File: src/spgt_pkg.sv
// Package for the scan peak gradient tracker: widths, constants and quotient saturation.
package spgt_pkg;

	localparam int NUM_AXES_DEF = 6;
	localparam int POS_COUNT    = 6;
	localparam int AXIS_W       = 3;
	localparam int DATA_W       = 32;
	localparam int FLAGS_W      = 3;
	localparam int NM_PER_MM    = 1000000;
	localparam int Q_FRAC       = 16;

	// |dv| < 2^32, |dv| * 1e6 < 2^52
	localparam int DVD_W = 52;
	// quotient bits worked out per division; anything wider saturates
	localparam int Q_W   = 33;
	localparam int CNT_W = $clog2(Q_W + 1);

	localparam logic [DATA_W-1:0] SAT_MAX = {1'b0, {(DATA_W-1){1'b1}}};
	localparam logic [DATA_W-1:0] SAT_MIN = {1'b1, {(DATA_W-1){1'b0}}};

	// Signed, saturated result from quotient magnitude, sign and overflow.
	function automatic logic [DATA_W-1:0] sat_quo(input logic [Q_W-1:0] mag,
			input logic neg, input logic ovf);
		logic [Q_W-1:0] lim;
		logic [Q_W-1:0] negd;
		lim  = Q_W'(SAT_MIN);
		negd = ~mag + Q_W'(1);
		if (!neg) begin
			if (ovf || (mag > Q_W'(SAT_MAX))) begin
				return SAT_MAX;
			end
			return mag[DATA_W-1:0];
		end
		if (ovf || (mag > lim)) begin
			return SAT_MIN;
		end
		return negd[DATA_W-1:0];
	endfunction

endpackage

File: src/scan_peak_gradient_tracker.sv
// Scan peak gradient tracker: peak capture plus gradient and improvement quotients.
// An accepted item passes ST_PREP, the gradient load and division, the improvement load and
// division and ST_FIN; in_stall stays high while an item is in work, so no new item is
// taken until its result is in the output register, and a stalled output register holds
// ST_FIN. The work is two passes (overflow check plus 33 quotient bits) of one shared
// restoring divider, plus the multiply by 1e6 and the load steps.
// Reset (arst_n low): sequencer idle, no output valid, no peak and no previous measurement held.
module scan_peak_gradient_tracker
	import spgt_pkg::*;
#(
	parameter int NUM_AXES = NUM_AXES_DEF
) (
	input  logic                     clk,
	input  logic                     arst_n,

	input  logic                     in_valid,
	output logic                     in_stall,
	input  logic                     req_type,
	input  logic signed [DATA_W-1:0] sample_value,
	input  logic signed [DATA_W-1:0] pos_x,
	input  logic signed [DATA_W-1:0] pos_y,
	input  logic signed [DATA_W-1:0] pos_z,
	input  logic signed [DATA_W-1:0] pos_u,
	input  logic signed [DATA_W-1:0] pos_v,
	input  logic signed [DATA_W-1:0] pos_w,
	input  logic        [AXIS_W-1:0] scan_axis,

	output logic                     out_valid,
	input  logic                     out_stall,
	output logic       [FLAGS_W-1:0] status_flags,
	output logic signed [DATA_W-1:0] gradient,
	output logic signed [DATA_W-1:0] improvement,
	output logic signed [DATA_W-1:0] peak_value,
	output logic signed [DATA_W-1:0] peak_x,
	output logic signed [DATA_W-1:0] peak_y,
	output logic signed [DATA_W-1:0] peak_z,
	output logic signed [DATA_W-1:0] peak_u,
	output logic signed [DATA_W-1:0] peak_v,
	output logic signed [DATA_W-1:0] peak_w
);

	// Sequencer: take item, update held state, then two divisions on one unit.
	typedef enum logic [2:0] {
		ST_IDLE,
		ST_PREP,   // differences, flags, peak and previous-measurement update
		ST_GLOAD,  // |dv| * 1e6 into the divider, |dpos| as divisor
		ST_GDIV,   // gradient division
		ST_ILOAD,  // saturate gradient, load |dv| << 16 over previous value
		ST_IDIV,   // improvement division
		ST_FIN     // result into the output register once it is free
	} state_t;

	state_t state_q;

	// Item as taken
	logic                     type_q;
	logic signed [DATA_W-1:0] val_q;
	logic signed [DATA_W-1:0] pos_q [POS_COUNT];
	logic        [AXIS_W-1:0] axis_q;

	// Tracker state
	logic                     prev_valid_q;
	logic signed [DATA_W-1:0] prev_sample_q;
	logic signed [DATA_W-1:0] prev_pos_q [NUM_AXES];
	logic                     peak_valid_q;
	logic signed [DATA_W-1:0] peak_sample_q;
	logic signed [DATA_W-1:0] peak_pos_q [POS_COUNT];

	// Operands kept across the divisions
	logic [DATA_W-1:0]  dv_mag_q;
	logic               dv_neg_q;
	logic [DATA_W-1:0]  dist_mag_q;
	logic               dist_neg_q;
	logic [DATA_W-1:0]  psmp_q;
	logic [FLAGS_W-1:0] flags_q;
	logic [DATA_W-1:0]  grad_q;

	// Shared divider: partial remainder, dividend/quotient shifter, divisor
	logic [DATA_W-1:0] rem_q;
	logic [Q_W-1:0]    sh_q;
	logic [DATA_W-1:0] dvs_q;
	logic              ovf_q;
	logic [CNT_W-1:0]  cnt_q;

	// Output register
	logic                     out_valid_q;
	logic       [FLAGS_W-1:0] flags_out_q;
	logic signed [DATA_W-1:0] grad_out_q;
	logic signed [DATA_W-1:0] impr_out_q;
	logic signed [DATA_W-1:0] peak_val_out_q;
	logic signed [DATA_W-1:0] peak_pos_out_q [POS_COUNT];

	logic                     in_xfer;
	logic                     out_xfer;
	logic signed [DATA_W-1:0] pos_in [POS_COUNT];

	assign in_stall = (state_q != ST_IDLE);
	assign in_xfer  = in_valid && !in_stall;
	assign out_xfer = out_valid_q && !out_stall;

	assign pos_in[0] = pos_x;
	assign pos_in[1] = pos_y;
	assign pos_in[2] = pos_z;
	assign pos_in[3] = pos_u;
	assign pos_in[4] = pos_v;
	assign pos_in[5] = pos_w;

	// ---------------------------------------------------------------
	// Item evaluation against the held state (used in ST_PREP)
	// ---------------------------------------------------------------
	logic              is_meas;
	logic [DATA_W:0]   dv;
	logic [DATA_W:0]   dv_abs;
	logic [DATA_W:0]   dpos;
	logic [DATA_W:0]   dist_abs;
	logic              grad_ok;
	logic              impr_ok;
	logic              new_peak;
	logic              load_peak;

	assign is_meas = type_q;
	assign dv      = {val_q[DATA_W-1], val_q} - {prev_sample_q[DATA_W-1], prev_sample_q};
	assign dv_abs  = dv[DATA_W] ? (~dv + (DATA_W+1)'(1)) : dv;

	// Axis outside the stored axes counts as not moved.
	always_comb begin
		dpos = '0;
		for (int i = 0; i < NUM_AXES; i++) begin
			if (axis_q == AXIS_W'(i)) begin
				dpos = {pos_q[i][DATA_W-1], pos_q[i]} -
					{prev_pos_q[i][DATA_W-1], prev_pos_q[i]};
			end
		end
	end

	assign dist_abs  = dpos[DATA_W] ? (~dpos + (DATA_W+1)'(1)) : dpos;
	assign grad_ok   = is_meas && prev_valid_q && (dpos != '0);
	assign impr_ok   = is_meas && prev_valid_q && !prev_sample_q[DATA_W-1] &&
		(prev_sample_q != '0);
	assign new_peak  = is_meas && (!peak_valid_q || (val_q > peak_sample_q));
	assign load_peak = !is_meas || new_peak;

	// ---------------------------------------------------------------
	// Divider loading and the shared compare/subtract step
	// ---------------------------------------------------------------
	logic [DVD_W-1:0] prod;
	logic [DVD_W-1:0] load_dvd;
	logic [DATA_W:0]  trial;
	logic [DATA_W+1:0] diff;
	logic             ge;

	assign prod     = DVD_W'(dv_mag_q) * DVD_W'(NM_PER_MM);
	assign load_dvd = (state_q == ST_GLOAD) ? prod : (DVD_W'(dv_mag_q) << Q_FRAC);

	// Step 0 checks the high dividend part against the divisor (quotient too wide);
	// later steps bring down one dividend bit each.
	assign trial = (cnt_q == '0) ? {1'b0, rem_q} : {rem_q, sh_q[Q_W-1]};
	assign diff  = {1'b0, trial} - {2'b0, dvs_q};
	assign ge    = !diff[DATA_W+1];

	// Datapath registers
	always_ff @(posedge clk) begin
		if (in_xfer) begin
			type_q <= req_type;
			val_q  <= sample_value;
			axis_q <= scan_axis;
			for (int i = 0; i < POS_COUNT; i++) begin
				pos_q[i] <= pos_in[i];
			end
		end
		unique case (state_q)
			ST_PREP: begin
				dv_mag_q   <= dv_abs[DATA_W-1:0];
				dv_neg_q   <= dv[DATA_W];
				dist_mag_q <= dist_abs[DATA_W-1:0];
				dist_neg_q <= dpos[DATA_W];
				psmp_q     <= prev_sample_q;
				flags_q    <= {new_peak, impr_ok, grad_ok};
				if (load_peak) begin
					peak_sample_q <= val_q;
					for (int i = 0; i < POS_COUNT; i++) begin
						peak_pos_q[i] <= pos_q[i];
					end
				end
				if (is_meas) begin
					prev_sample_q <= val_q;
					for (int i = 0; i < NUM_AXES; i++) begin
						prev_pos_q[i] <= pos_q[i];
					end
				end
			end
			ST_GLOAD, ST_ILOAD: begin
				rem_q <= DATA_W'(load_dvd[DVD_W-1:Q_W]);
				sh_q  <= load_dvd[Q_W-1:0];
				dvs_q <= (state_q == ST_GLOAD) ? dist_mag_q : psmp_q;
				if (state_q == ST_ILOAD) begin
					grad_q <= flags_q[0] ?
						sat_quo(sh_q, dv_neg_q ^ dist_neg_q, ovf_q) : '0;
				end
			end
			ST_GDIV, ST_IDIV: begin
				if (cnt_q == '0) begin
					ovf_q <= ge;
				end else begin
					rem_q <= ge ? diff[DATA_W-1:0] : trial[DATA_W-1:0];
					sh_q  <= {sh_q[Q_W-2:0], ge};
				end
			end
			default: begin
			end
		endcase
	end

	// Sequencer, valid flags and output register
	always_ff @(posedge clk or negedge arst_n) begin
		if (!arst_n) begin
			state_q        <= ST_IDLE;
			cnt_q          <= '0;
			prev_valid_q   <= 1'b0;
			peak_valid_q   <= 1'b0;
			out_valid_q    <= 1'b0;
			flags_out_q    <= '0;
			grad_out_q     <= '0;
			impr_out_q     <= '0;
			peak_val_out_q <= '0;
			for (int i = 0; i < POS_COUNT; i++) begin
				peak_pos_out_q[i] <= '0;
			end
		end else begin
			if (out_xfer) begin
				out_valid_q <= 1'b0;
			end
			unique case (state_q)
				ST_IDLE: begin
					if (in_xfer) begin
						state_q <= ST_PREP;
					end
				end
				ST_PREP: begin
					if (is_meas) begin
						prev_valid_q <= 1'b1;
					end
					if (load_peak) begin
						peak_valid_q <= 1'b1;
					end
					state_q <= ST_GLOAD;
				end
				ST_GLOAD: begin
					cnt_q   <= '0;
					state_q <= ST_GDIV;
				end
				ST_GDIV: begin
					if (cnt_q == CNT_W'(Q_W)) begin
						state_q <= ST_ILOAD;
					end else begin
						cnt_q <= cnt_q + CNT_W'(1);
					end
				end
				ST_ILOAD: begin
					cnt_q   <= '0;
					state_q <= ST_IDIV;
				end
				ST_IDIV: begin
					if (cnt_q == CNT_W'(Q_W)) begin
						state_q <= ST_FIN;
					end else begin
						cnt_q <= cnt_q + CNT_W'(1);
					end
				end
				ST_FIN: begin
					// wait for the previous result's transfer
					if (!out_valid_q || !out_stall) begin
						out_valid_q    <= 1'b1;
						flags_out_q    <= flags_q;
						grad_out_q     <= grad_q;
						impr_out_q     <= flags_q[1] ? sat_quo(sh_q, dv_neg_q, ovf_q) : '0;
						peak_val_out_q <= peak_valid_q ? peak_sample_q : '0;
						for (int i = 0; i < POS_COUNT; i++) begin
							peak_pos_out_q[i] <= peak_valid_q ? peak_pos_q[i] : '0;
						end
						state_q <= ST_IDLE;
					end
				end
				default: begin
					state_q <= ST_IDLE;
				end
			endcase
		end
	end

	assign out_valid    = out_valid_q;
	assign status_flags = flags_out_q;
	assign gradient     = grad_out_q;
	assign improvement  = impr_out_q;
	assign peak_value   = peak_val_out_q;
	assign peak_x       = peak_pos_out_q[0];
	assign peak_y       = peak_pos_out_q[1];
	assign peak_z       = peak_pos_out_q[2];
	assign peak_u       = peak_pos_out_q[3];
	assign peak_v       = peak_pos_out_q[4];
	assign peak_w       = peak_pos_out_q[5];

	// ---------------------------------------------------------------
	// Assertions
	// ---------------------------------------------------------------
	a_accept_starts: assert property (@(posedge clk) disable iff (!arst_n)
		in_xfer |=> (state_q == ST_PREP))
		else $error("accepted item did not start the sequencer");

	a_grad_needs_prev: assert property (@(posedge clk) disable iff (!arst_n)
		(out_valid_q && status_flags[0]) |-> prev_valid_q)
		else $error("gradient flagged without a previous measurement");

	a_grad_zero: assert property (@(posedge clk) disable iff (!arst_n)
		(out_valid_q && !status_flags[0]) |-> (gradient == '0))
		else $error("gradient nonzero while not valid");

	a_impr_zero: assert property (@(posedge clk) disable iff (!arst_n)
		(out_valid_q && !status_flags[1]) |-> (improvement == '0))
		else $error("improvement nonzero while not valid");

	a_cnt_range: assert property (@(posedge clk) disable iff (!arst_n)
		((state_q == ST_GDIV) || (state_q == ST_IDIV)) |-> (cnt_q <= CNT_W'(Q_W)))
		else $error("divider step count out of range");

endmodule
File: config.mk
export PLATFORM = sky130hd
export DESIGN_NAME = scan_peak_gradient_tracker
export DESIGN_NICKNAME = d
export VERILOG_FILES = /design/src/spgt_pkg.sv /design/src/scan_peak_gradient_tracker.sv
export SDC_FILE = /design/constraint.sdc
export NUM_CORES = 2
export LEC_CHECK = 0
export BUFFER_PORTS_ARGS = -buffer_cell sky130_fd_sc_hd__buf_4
export CORE_MARGIN = 2
export CORE_UTILIZATION = 28
export DETAILED_ROUTE_END_ITERATION = 10
export GPL_TIMING_DRIVEN = 1
export MAX_ROUTING_LAYER = met4
export SKIP_CTS_REPAIR_TIMING = 1
export SLEW_MARGIN = 20
export SYNTH_ARGS = -nofsm -noshare
export SYNTH_HDL_FRONTEND = slang
export SYNTH_SLANG_ARGS = --single-unit
File: constraint.sdc
create_clock -name clk -period 21.1 [get_ports clk]
set_input_delay 2.11 -clock clk [delete_from_list [all_inputs] [get_ports clk]]
set_output_delay 2.11 -clock clk [all_outputs]
set_load 0.01 [all_outputs]
==> results.md <==
Worst setup path:
- The required time of the critical path is 21.62 ns.
- The signal on the critical path passes through inv_1 -> fa_1 -> inv_1 -> fa_1 -> fa_1 -> fa_1 -> ha_1 -> inv_1 -> fa_1 -> inv_1 -> ha_1 -> and3_1 -> nand2_1 -> nor2_1 -> nand4_1 -> a21oi_1 -> o21ai_0 -> o31a_1 -> o21ai_0 -> a221oi_1 -> xnor2_1 -> o22ai_1.
- The critical setup path kind is flip-flop to flip-flop.
- The worst setup path is launched from a flip-flop.
- The largest driver fanout on the critical path is 7.
- The library cell contributing the largest single delay on the critical path is sky130_fd_sc_hd__edfxtp_1.
- The reg-to-reg endpoint is rem_q[17].
- On the worst path, the slowest cell contributes a delay of 0.59 ns.
- The arrival time of data at the critical path endpoint is 7.61 ns.
- In this design, the largest share of critical-path delay is due to adder cells.
- The startpoint identified for the worst register-to-register timing path is dv_mag_q[6].
- The setup check on the worst reg-to-reg path leaves a slack of 14.01 ns.
- The endpoint kind of the worst setup timing path is a flip-flop.
- The library cell appearing most often on the critical path is sky130_fd_sc_hd__fa_1.
- For the worst flop-to-flop path, the logic depth is 22.
- The total buffers and inverters traversed by the critical path is 4.

Route:
- The iteration-0 DRC count of the detailed router is 4,490.
- The routed wire length per instance is 21.9 um.
- The number of remaining DRC errors is 0.
- The per-cell via count in the routed design is 5.02.
- Summed over all layers, the routed wires come to 223,000 um.
- The total number of vias is 51.2k.
- The post-detailed-route count of antenna-violating nets is 0.
- The first detailed-routing pass ran for 5 iterations.

Floorplanning:
- The boundary pin count is 525.
- For this configuration, the core starts out at a cell density of 28.1%.
- The number of core rows is 181.
- The core footprint is 243,000 sq um.
- The die area is 248,000 sq um.
- The die span in x is 498 um.
- In this run the vertical extent of the chip is 498 um.

STA:
- The worst pin sits at a relative slew slack of 10.8%.
- Static timing analysis puts the maximum clock frequency at 141 MHz.
- The worst setup skew after layout is 0.0497 ns.
- The sum of negative setup slack is 0 ns.
- Setup repair after global routing left no endpoint under its margin.
- The final worst-path cycle share is 33.6%.
- The final-report max-slew violation count is 0.
- The final count of hold timing violations is 0.
- The worst path needs 7.09 ns of the cycle, external delays included.
- The final setup violation count is 0.
- At the pin with the least slew margin, the transition time is 1.34 ns.

Clocking:
- Counting the buffers created by CTS gives 144.
- The clock root buffer is sky130_fd_sc_hd__clkbuf_16.
- Counting along the longest clock path gives a buffer depth of 3.
- Clock-pin slew was measured on the worst setup and hold paths at 0.06 ns.
- The TritonCTS clock tree is built.
- The clock sink count is 1,210.
- The H-tree depth is 4.
- The later pin in the worst-skew pair is clocked with a latency of 0.82 ns.

GRT:
- The number of antenna violations at the first check in global routing is 20.
- The first global-routing pass estimated 331,000 um of wire.
- The leftover overflow at the end of global routing is 0.
- Global routing used 18.1% of the available tracks across all layers.
- The via count of the first global-routing pass is 50.5k.
- The global routing usage on met1 is 22.4%.
- Global routing consumed, on the met3 layer, 3.33% of the routing resources.
- met2 is the most crowded layer.
- For this run, global-route usage on met2 was measured as 29.3%.
- The largest net degree at the start of global routing is 220.

Logic synthesis:
- In this run the mean area of a mapped cell was 10.7 sq um.
- Yosys attributes the largest share of cell area to sky130_fd_sc_hd__edfxtp_1, sky130_fd_sc_hd__dfrtp_1, sky130_fd_sc_hd__ha_1, sky130_fd_sc_hd__nand2_1, sky130_fd_sc_hd__fa_1.
- Of all flip-flops after synthesis, the portion carrying an async set or reset was 25.0%.
- In this run, synthesis inferred 907 flip-flops with an integrated enable.
- After synthesis, the netlist uses 100 different library cells.
- The number of cells produced by synthesis is 6,389.
- The total nets after synthesis is 7,212.
- For this run, the number of Yosys warnings is 0.
- The number of flip-flops and latches in the synthesized netlist is 1,210.
- The mapped netlist covers 68,200 sq um.
- Among all flip-flop cells after synthesis, the most frequent one is sky130_fd_sc_hd__edfxtp_1.
- The largest area contributor in the synthesized netlist is sky130_fd_sc_hd__edfxtp_1.
- The area share of the largest cell type after synthesis is 39.9%.
- Sequential elements use 51.0% of the synthesized area.

Power:
- The worst-case IR drop observed on VDD is 0.000463 V.
- The sequential group share of total power is 21.4%.
- The internal portion of the total power is 0.00867 W.
- The share of power burned in the clock network is 16.9%.
- The switching power is 0.00710 W.
- Combinational cells account for 61.7% of the total power.
- Summed over all cells, the static leakage comes to 34.4 nW.
- In this run switching power makes up 45.0% of total power.
- Power spread over the standard cell area amounts to 195 nW/um^2.

Finish:
- The multi-input combinational cells in the finished layout cover a total of 30,300 sq um.
- Measured on the finished design, the core utilization comes to 33.3%.
- The area growth from synthesis to layout is 18.7%.
- Of the cells placed in the final design, the portion with a size suffix greater than 1 is 13.3%.
- The filler cell count is 24.4k.
- Summing all flip-flop and latch instances after layout gives 34,800 sq um.
- The final-stage net count is 7,681.

Hold path:
- The worst hold path startpoint is grad_q[27].
- The worst hold path class is flip-flop to flip-flop.
- The worst hold path terminates at gradient[27].
- The worst hold path depth is 2.

Place:
- Summed over all nets, the half-perimeter wirelength after detailed placement is 168,000 um.
- The final weighted congestion of routability-driven global placement is 0.947.
- Buffers placed on the I/O ports in this run total 524.

Flow run:
- The max-capacitance violation count is 0.

Outcome:
- The run finished with clean final reports.
[per-stage QoR]
stage / instances / cell area [sq um] / setup WS [ns] / hold slack (ns) / total power (W)
finish: 10198 / 80900 / 14.01 / 0.438 / 0.0158
global route: 10198 / 80900 / 13.51 / 0.445 / 0.0172
CTS: 10180 / 80800 / 13.93 / 0.441 / 0.0158
detailed placement: 9912 / 75700 / 13.97 / 0.427 / 0.0130
global placement: 9912 / 75700 / 14.04 / 0.421 / 0.0131
floorplan: 6389 / 68200 / 6.53 / 0.415 / 0.0107
[cells in the final DEF, fill, tap and decap left out, types with 56 or more instances in the layout]
cell type,n
sky130_fd_sc_hd__nand2_1,966
sky130_fd_sc_hd__nor2b_1,59
sky130_fd_sc_hd__a21o_1,152
sky130_fd_sc_hd__xor2_1,90
sky130_fd_sc_hd__nor2_1,251
sky130_fd_sc_hd__a221oi_1,57
sky130_fd_sc_hd__xnor2_1,166
sky130_fd_sc_hd__ha_1,448
sky130_fd_sc_hd__a21oi_1,304
sky130_fd_sc_hd__buf_4,563
sky130_fd_sc_hd__o21a_1,56
sky130_fd_sc_hd__o21ai_0,466
sky130_fd_sc_hd__inv_1,587
sky130_fd_sc_hd__clkbuf_16,148
sky130_fd_sc_hd__nand3_1,75
sky130_fd_sc_hd__dfrtp_1,302
sky130_fd_sc_hd__nor3_1,94
sky130_fd_sc_hd__fa_1,143
sky130_fd_sc_hd__nand4_1,70
sky130_fd_sc_hd__edfxtp_1,907
[synthesized netlist by cell type, types with 32 or more instances]
| master | instances |
|---|---|
| sky130_fd_sc_hd__nor4_1 | 43 |
| sky130_fd_sc_hd__a21o_1 | 152 |
| sky130_fd_sc_hd__nand4_1 | 70 |
| sky130_fd_sc_hd__nor2b_1 | 60 |
| sky130_fd_sc_hd__nand3_1 | 76 |
| sky130_fd_sc_hd__or3_1 | 47 |
| sky130_fd_sc_hd__nand2_1 | 967 |
| sky130_fd_sc_hd__ha_1 | 448 |
| sky130_fd_sc_hd__fa_1 | 143 |
| sky130_fd_sc_hd__clkbuf_1 | 225 |
| sky130_fd_sc_hd__and3_1 | 38 |
| sky130_fd_sc_hd__a21oi_1 | 304 |
| sky130_fd_sc_hd__xnor2_1 | 166 |
| sky130_fd_sc_hd__and2_1 | 32 |
| sky130_fd_sc_hd__nor2_1 | 257 |
| sky130_fd_sc_hd__o31ai_1 | 39 |
| sky130_fd_sc_hd__o21ai_0 | 466 |
| sky130_fd_sc_hd__a221oi_1 | 57 |
| sky130_fd_sc_hd__nand2b_1 | 44 |
| sky130_fd_sc_hd__edfxtp_1 | 907 |
| sky130_fd_sc_hd__inv_1 | 588 |
| sky130_fd_sc_hd__mux2_2 | 39 |
| sky130_fd_sc_hd__a31oi_1 | 41 |
| sky130_fd_sc_hd__o22ai_1 | 33 |
| sky130_fd_sc_hd__o21a_1 | 56 |
| sky130_fd_sc_hd__o211ai_1 | 39 |
| sky130_fd_sc_hd__o21bai_1 | 33 |
| sky130_fd_sc_hd__xor2_1 | 91 |
| sky130_fd_sc_hd__a211oi_1 | 54 |
| sky130_fd_sc_hd__dfrtp_1 | 303 |
| sky130_fd_sc_hd__mux2i_1 | 49 |
| sky130_fd_sc_hd__o21ai_1 | 46 |
| sky130_fd_sc_hd__nor3_1 | 96 |
[area by class of cell]
class                   count  area share, %
diodes                     16         0.0495
clock buffers             194           4.96
well taps                3202           4.95
repair buffers            572           5.45
clock inverters            74           1.36
flip-flops and latches   1210           43.0
multi-input cells        4338           37.5
inverters                 592           2.75
[worst min-delay path: cells and delay by family (launching register included)]
kind             cells  cell delay (ns)
DFF                  1             0.32
and+or+nand+nor      2             0.10
[how the worst max path moves through the flow]
stage / start / to / slack, ns / cells past startpoint
2_1_floorplan: val_q[1] / peak_pos_q[0][0] / 6.53 / 13
3_3_place_gp: dv_mag_q[6] / rem_q[17] / 14.04 / 22
3_5_place_dp: dv_mag_q[6] / rem_q[17] / 13.97 / 22
4_1_cts: dv_mag_q[5] / rem_q[17] / 13.93 / 22
5_1_grt: dv_mag_q[5] / rem_q[17] / 13.51 / 22
6_report: dv_mag_q[6] / rem_q[17] / 14.01 / 22
[cells by family (layout without fill, tap and decap cells)]
family	Yosys count	after routing	synth area share [%]
compound gates	1559	1559	14.7
xor+xnor	257	257	3.30
fa+ha+maj	591	591	12.4
buf+inv	841	1432	4.66
flops	1210	1210	51.0
mux	92	92	1.49
other cells	0	16	0
simple gates	1839	1839	12.4
[sequential cells by signal (all words and copies together) (netlist names), 33 cells and up]
name        cells
sh_q           33
peak_pos_q    192
prev_pos_q    192
pos_q         192
[power by group through the flow]
stage | Clock (W) | Combinational [W] | Sequential [W]
floorplan | 0 | 0.00736 | 0.00337
global placement | 0 | 0.00968 | 0.00341
detailed placement | 0 | 0.00962 | 0.00341
CTS | 0.00274 | 0.00970 | 0.00337
global route | 0.00283 | 0.0109 | 0.00340
finish | 0.00267 | 0.00973 | 0.00337
[layer usage]
| layer | part of all wire, % | wire length, um |
|---|---|---|
| met4 | 4.1 | 9100 |
| met5 | 0 | 0 |
| met3 | 6.1 | 13600 |
| met1 | 42 | 94000 |
| met2 | 48 | 107000 |
Power figures use the tool's default switching activity.
